**src/hw/rtl/sgdlr_pkg.sv**
```systemverilog
// shared types, widths, codes and saturation helper for the sgd trainer
package sgdlr_pkg;

    localparam int DATA_W = 32;
    localparam int ACC_W  = 64;
    localparam int STEP_W = 16;
    localparam int Q_FRAC = 16;
    // multiplier operand width: covers the 33-bit scaled gradient
    localparam int MUL_W  = 33;
    localparam int PROD_W = 2 * MUL_W;
    // gradient = floor(err * step * 2 / 2^16) = floor(err * step / 2^15)
    localparam int G_LSB  = Q_FRAC - 1;
    // working width for every add/subtract that saturates to DATA_W
    localparam int SAT_W  = 50;

    localparam logic [STEP_W-1:0] STEP_RESET = STEP_W'(655);

    localparam logic KIND_PRED = 1'b0;
    localparam logic KIND_READ = 1'b1;

    typedef enum logic [1:0] {
        CMD_TRAIN   = 2'd0,
        CMD_PREDICT = 2'd1,
        CMD_READ    = 2'd2,
        CMD_WRITE   = 2'd3
    } cmd_t;

    typedef enum logic [3:0] {
        S_IDLE,
        S_MAC_MUL,
        S_MAC_ACC,
        S_PRED,
        S_ERR,
        S_GRAD_MUL,
        S_GRAD,
        S_UPD_RD,
        S_UPD_MUL,
        S_UPD_WR,
        S_BIAS,
        S_RD_OUT,
        S_EMIT
    } state_t;

    typedef logic signed [DATA_W-1:0] data_t;

    function automatic data_t sat_data(input logic signed [SAT_W-1:0] v);
        data_t r;
        if (v[SAT_W-1:DATA_W-1] == {(SAT_W-DATA_W+1){v[SAT_W-1]}})
        begin
            r = v[DATA_W-1:0];
        end
        else if (v[SAT_W-1])
        begin
            r = {1'b1, {(DATA_W-1){1'b0}}};
        end
        else
        begin
            r = {1'b0, {(DATA_W-1){1'b1}}};
        end
        return r;
    endfunction

endpackage

```
**src/hw/rtl/sgdlr_mul.sv**
```systemverilog
// shared signed multiplier with registered product
module sgdlr_mul
    import sgdlr_pkg::*;
(
    input  logic                     clk,
    input  logic signed [MUL_W-1:0]  a,
    input  logic signed [MUL_W-1:0]  b,
    output logic signed [PROD_W-1:0] p
);
    logic signed [PROD_W-1:0] p_reg;

    always_ff @(posedge clk)
    begin
        p_reg <= a * b;
    end

    assign p = p_reg;
endmodule

```
**config.mk**
```make
export PLATFORM = sky130hd
export DESIGN_NAME = sgdlr_mul
export DESIGN_NICKNAME = d
export VERILOG_FILES = /design/src/hw/rtl/sgdlr_pkg.sv /design/src/hw/rtl/sgdlr_mul.sv
export SDC_FILE = /design/constraint.sdc
export NUM_CORES = 2
export LEC_CHECK = 0
export ABC_AREA = 0
export BUFFER_PORTS_ARGS = -buffer_cell sky130_fd_sc_hd__clkbuf_2
export CORE_ASPECT_RATIO = 0.75
export CORE_UTILIZATION = 65
export DETAILED_ROUTE_END_ITERATION = 12
export GPL_TIMING_DRIVEN = 1
export MAX_ROUTING_LAYER = met4
export PLACE_DENSITY = 0.86
export SETUP_SLACK_MARGIN = 0.1
export SLEW_MARGIN = 10
export SYNTH_ARGS = -nofsm -noshare
export SYNTH_HDL_FRONTEND = slang
export SYNTH_SLANG_ARGS = --single-unit
```
**constraint.sdc**
```tcl
create_clock -name clk -period 25.4 [get_ports clk]
set_input_delay 2.54 -clock clk [delete_from_list [all_inputs] [get_ports clk]]
set_output_delay 2.54 -clock clk [all_outputs]
set_load 0.01 [all_outputs]
```
# Word-level counts from Yosys, hierarchy flattened
# Index checks and enable logic that the tools add are counted.
# totals
register_bits	66
latchBits	0
mem_bits_rw	0
rom_bits	0
input_bits	67
out_inout_bits	66
wordCells	2
mem_count	0
# op_classes
addsub	0
multipliers	1
div_mod_pow	0
magnitude_cmp	0
n_eq_ne	0
shifts	0
mux	0
n_bitwise	0
reduce_logical	0
# ops
cell	count
multiplier 33 x 33 -> 66 bit	1

# Longest topological paths before layout
# logic_depth
depth_word	1
mapped_depth	27
mapped_depth_nobuf	26

# Least setup slack after synthesis
# No wires, ideal clock.
# synth_timing
kind	input port to flip-flop
from	input port a[32]
to	register p_reg[62], in the netlist p[62]
setup_ns	0.079
t_arrival_ns	9.697
required_time_ns	25.321
slack_ns	15.624
path_stages	23
path_buffers	2
cell_sequence	clkbuf_1 nand2_1 inv_1 fa_1 fa_1 fa_1 fa_1 fa_1 fa_1 fa_1 inv_1 fa_1 inv_1 ha_1 clkbuf_1 and3_1 nand3_1 nand2b_1 a2111oi_4 a211oi_4 a21o_2 a21o_1 a211oi_2
# synth_between
elab_chain_cells	1
# synth_lines
element	line_no	rtl
from (decl)	sgdlr_mul.sv:6	input logic signed [MUL_W-1:0] a,
multiplier 33 x 33 -> 66 bit	sgdlr_mul.sv:14	p_reg <= a * b;
to (signal assigned)	sgdlr_mul.sv:14	
to (decl)	sgdlr_mul.sv:10	logic signed [PROD_W-1:0] p_reg;
# No other way between the ends.

# Worst setup path after layout
# layout_timing
from	input port b[6]
to	register p_reg[62], in the netlist p[62]
# layout_between
elab_chain_cells	1
# layout_lines
element	line_no	rtl
from (decl)	sgdlr_mul.sv:7	input logic signed [MUL_W-1:0] b,
multiplier 33 x 33 -> 66 bit	sgdlr_mul.sv:14	
# No other way between the ends.

==> results.json <==
{
  "outcome": "completed",
  "use_met1": 0.531,
  "port_buffers": 132,
  "synth_compound_area_frac": 0.0407,
  "wirelength_um": 112000,
  "drive_above_1_share": 0.0454,
  "ant_nets": 0,
  "period_needed_ps": 10380,
  "vias_per_cell": 5.78,
  "die_h_um": 219,
  "rsz0062_at_grt": "false",
  "io-pin-count": 133,
  "drc": 0,
  "synth_top_family_by_area": "adder cells",
  "synth_area_per_cell_um2": 9.39,
  "grt_pass1_wl_um": 181000,
  "area_delta_synth_final_pct": 2.94,
  "cts_tree": "done",
  "synth-edff-count": 0,
  "post-place-ws_ps": 14750,
  "fp-row-count": 79,
  "grtUsageTotal": 0.389,
  "worst_hold_path_type": "input port to register",
  "yosysSeqAreaShare": 0.0324,
  "vias": 29400,
  "cts_max_level": 3,
  "grt_max_degree": 34,
  "clk_pin_slew_worst_paths_ps": 60,
  "worstPathMaxFanout": 33,
  "routedWlPerCell_um": 21.9,
  "path_class": "input port to register",
  "ys.flop_type": "dfxtp_1",
  "cts_resized": 0,
  "async_flop_share": 0,
  "finalNonFillerCells": 5094,
  "met2_usage": 0.522,
  "clockBufferDepth": 2,
  "tightest_slew_ps": 1130,
  "first_global_vias": 32200,
  "fin_crit_sh": 0.409,
  "postLayoutCellArea_um2": 41900,
  "syn_nets": 5767,
  "cts-root-buf": "clkbuf_16",
  "cts_made_buffers": 9,
  "worst_setup_path_end_kind": "register",
  "hold_viol": 0,
  "fillers": 4503,
  "synthXorXnorAreaFrac": 0.0146,
  "grt_overflow_total": 0,
  "worstPathRequired_ps": 25670,
  "cts.sinks": 66,
  "maxSlewViolCount": 0,
  "ys_ff_latch": 66,
  "hpwl_um": 89700,
  "yosysWarnings": 0,
  "setup_tns_ps": 0,
  "die_w_um": 291,
  "gp_congestion": 0.985,
  "firstDrtPassIters": 8,
  "synth_mux_area_frac": 0,
  "synth.cell_area_um2": 40700,
  "placed_area_um2": 41600,
  "synth.distinct_cells": 80,
  "arrival_ps": 10660,
  "max_cap_violations": 0,
  "grt_busiest_layer": "met1",
  "start_kind": "input port",
  "multi_input_area_um2": 34300,
  "final_net_count": 5701,
  "synthAdderAreaFrac": 0.629,
  "largest_reg_flops": 66,
  "coreArea_um2": 62000,
  "antenna_found_initial": 8,
  "finalSetupViolCount": 0,
  "hold_buffers": 0,
  "netlist_instances": 4338,
  "dp.cells": 5071,
  "post_cts_buffers": 0,
  "clock.fmax_mhz": 96.3,
  "initialDrtViolationCount": 2943,
  "dieArea_um2": 63700,
  "whs_path_depth": 3,
  "fin_ws_ps": 15020,
  "seq_area_um2": 1320,
  "max-slew-margin-rel": 0.245,
  "synth-simple-area-share": 0.158,
  "initial_core_util": 0.657,
  "use_met3": 0.194
}
## per-layer routing
| metal | vias to the layer above | wire length [µm] |
|---|---|---|
| met1 | 14900 | 42700 |
| met5 | - | 0 |
| li1 | 12200 | - |
| met4 | 0 | 2170 |
| met3 | 223 | 20800 |
| met2 | 2089 | 46000 |
## cells in the mapped netlist (3+ instances only)
| cell type | count | area, µm² |
|---|---|---|
| ha_1 | 217 | 2720 |
| buf_2 | 11 | 55.1 |
| xnor2_1 | 43 | 377 |
| nand2b_1 | 12 | 75.1 |
| and4_1 | 5 | 43.8 |
| o21bai_1 | 11 | 82.6 |
| a21oi_2 | 3 | 26.3 |
| nand4_1 | 11 | 68.8 |
| and2_1 | 562 | 3520 |
| o31ai_4 | 3 | 63.8 |
| dfxtp_1 | 66 | 1320 |
| nor2_1 | 68 | 255 |
| nand2_1 | 551 | 2070 |
| a211o_1 | 6 | 52.6 |
| a21o_1 | 36 | 270 |
| nor3_1 | 7 | 35.0 |
| o21a_1 | 6 | 45.0 |
| a21oi_1 | 57 | 285 |
| fa_1 | 1145 | 22900 |
| or3_1 | 3 | 18.8 |
| or2_2 | 3 | 18.8 |
| a31oi_1 | 8 | 50.1 |
| o211ai_1 | 4 | 30.0 |
| inv_1 | 1131 | 4250 |
| nand3_1 | 25 | 125 |
| a211oi_2 | 3 | 37.5 |
| nor2b_1 | 5 | 31.3 |
| clkbuf_1 | 208 | 781 |
| o21ai_1 | 6 | 30.0 |
| and3_1 | 5 | 31.3 |
| xor2_1 | 25 | 219 |
| a211oi_1 | 7 | 52.6 |
| o21ai_0 | 25 | 125 |
## layout make-up
cell class | instances | share of cell area
Timing Repair Buffer | 144 | 0.0179
Antenna cell | 9 | 0.000537
Sequential cell | 66 | 0.0315
Multi-Input combinational cell | 2920 | 0.818
Clock inverter | 3 | 0.000418
Inverter | 1131 | 0.101
Clock buffer | 11 | 0.00579
Tap cell | 810 | 0.0242
## layout by cell type, fill, tap and decap left out, types with 43 or more instances in the layout
cell type  count
a21oi_1       57
and2_1       562
clkbuf_2     132
dfxtp_1       66
fa_1        1145
ha_1         217
inv_1       1131
nand2_1      551
nor2_1        68
xnor2_1       43
## critical path: stages
cell and delay (ps):
clkbuf_2 610, nand2_1 280, inv_1 150, fa_1 440, fa_1 540, inv_1 130
fa_1 580, inv_1 70, fa_1 1160, fa_1 580, fa_1 510, fa_1 500
inv_1 70, fa_1 520, inv_1 70, ha_1 410, a21o_1 220, a21o_1 160
a21oi_1 240, nor2b_1 110, o21ai_0 220, a21oi_1 100, a211o_1 280, a211oi_2 130
## kinds of logic (layout without fill, tap and decap cells)
| logic type | Yosys count | in the layout |
|---|---|---|
| AOI/OAI and AO/OA | 219 | 219 |
| xor gates and xnor gates | 68 | 68 |
| adders and majority gates | 1362 | 1362 |
| buffers and inverters | 1352 | 1289 |
| DFF | 66 | 66 |
| other | 0 | 9 |
| and+or+nand+nor | 1271 | 1271 |
## per-stage QoR
stage               hold slack [ps]   util
global route                   2820  0.677
finish                         2800  0.677
floorplan                      2670      -
detailed placement             2930  0.672
CTS                            2780  0.676
global placement               2930  0.672
## path summary, 6_finish.rpt
kind	start	endpoint	slack [ps]
max	b[6]	p[62]	15020
min	a[0]	p[0]	2800
Power is not shown: default switching activity piles up to over one toggle a cycle in this logic, so the estimate is an artifact.
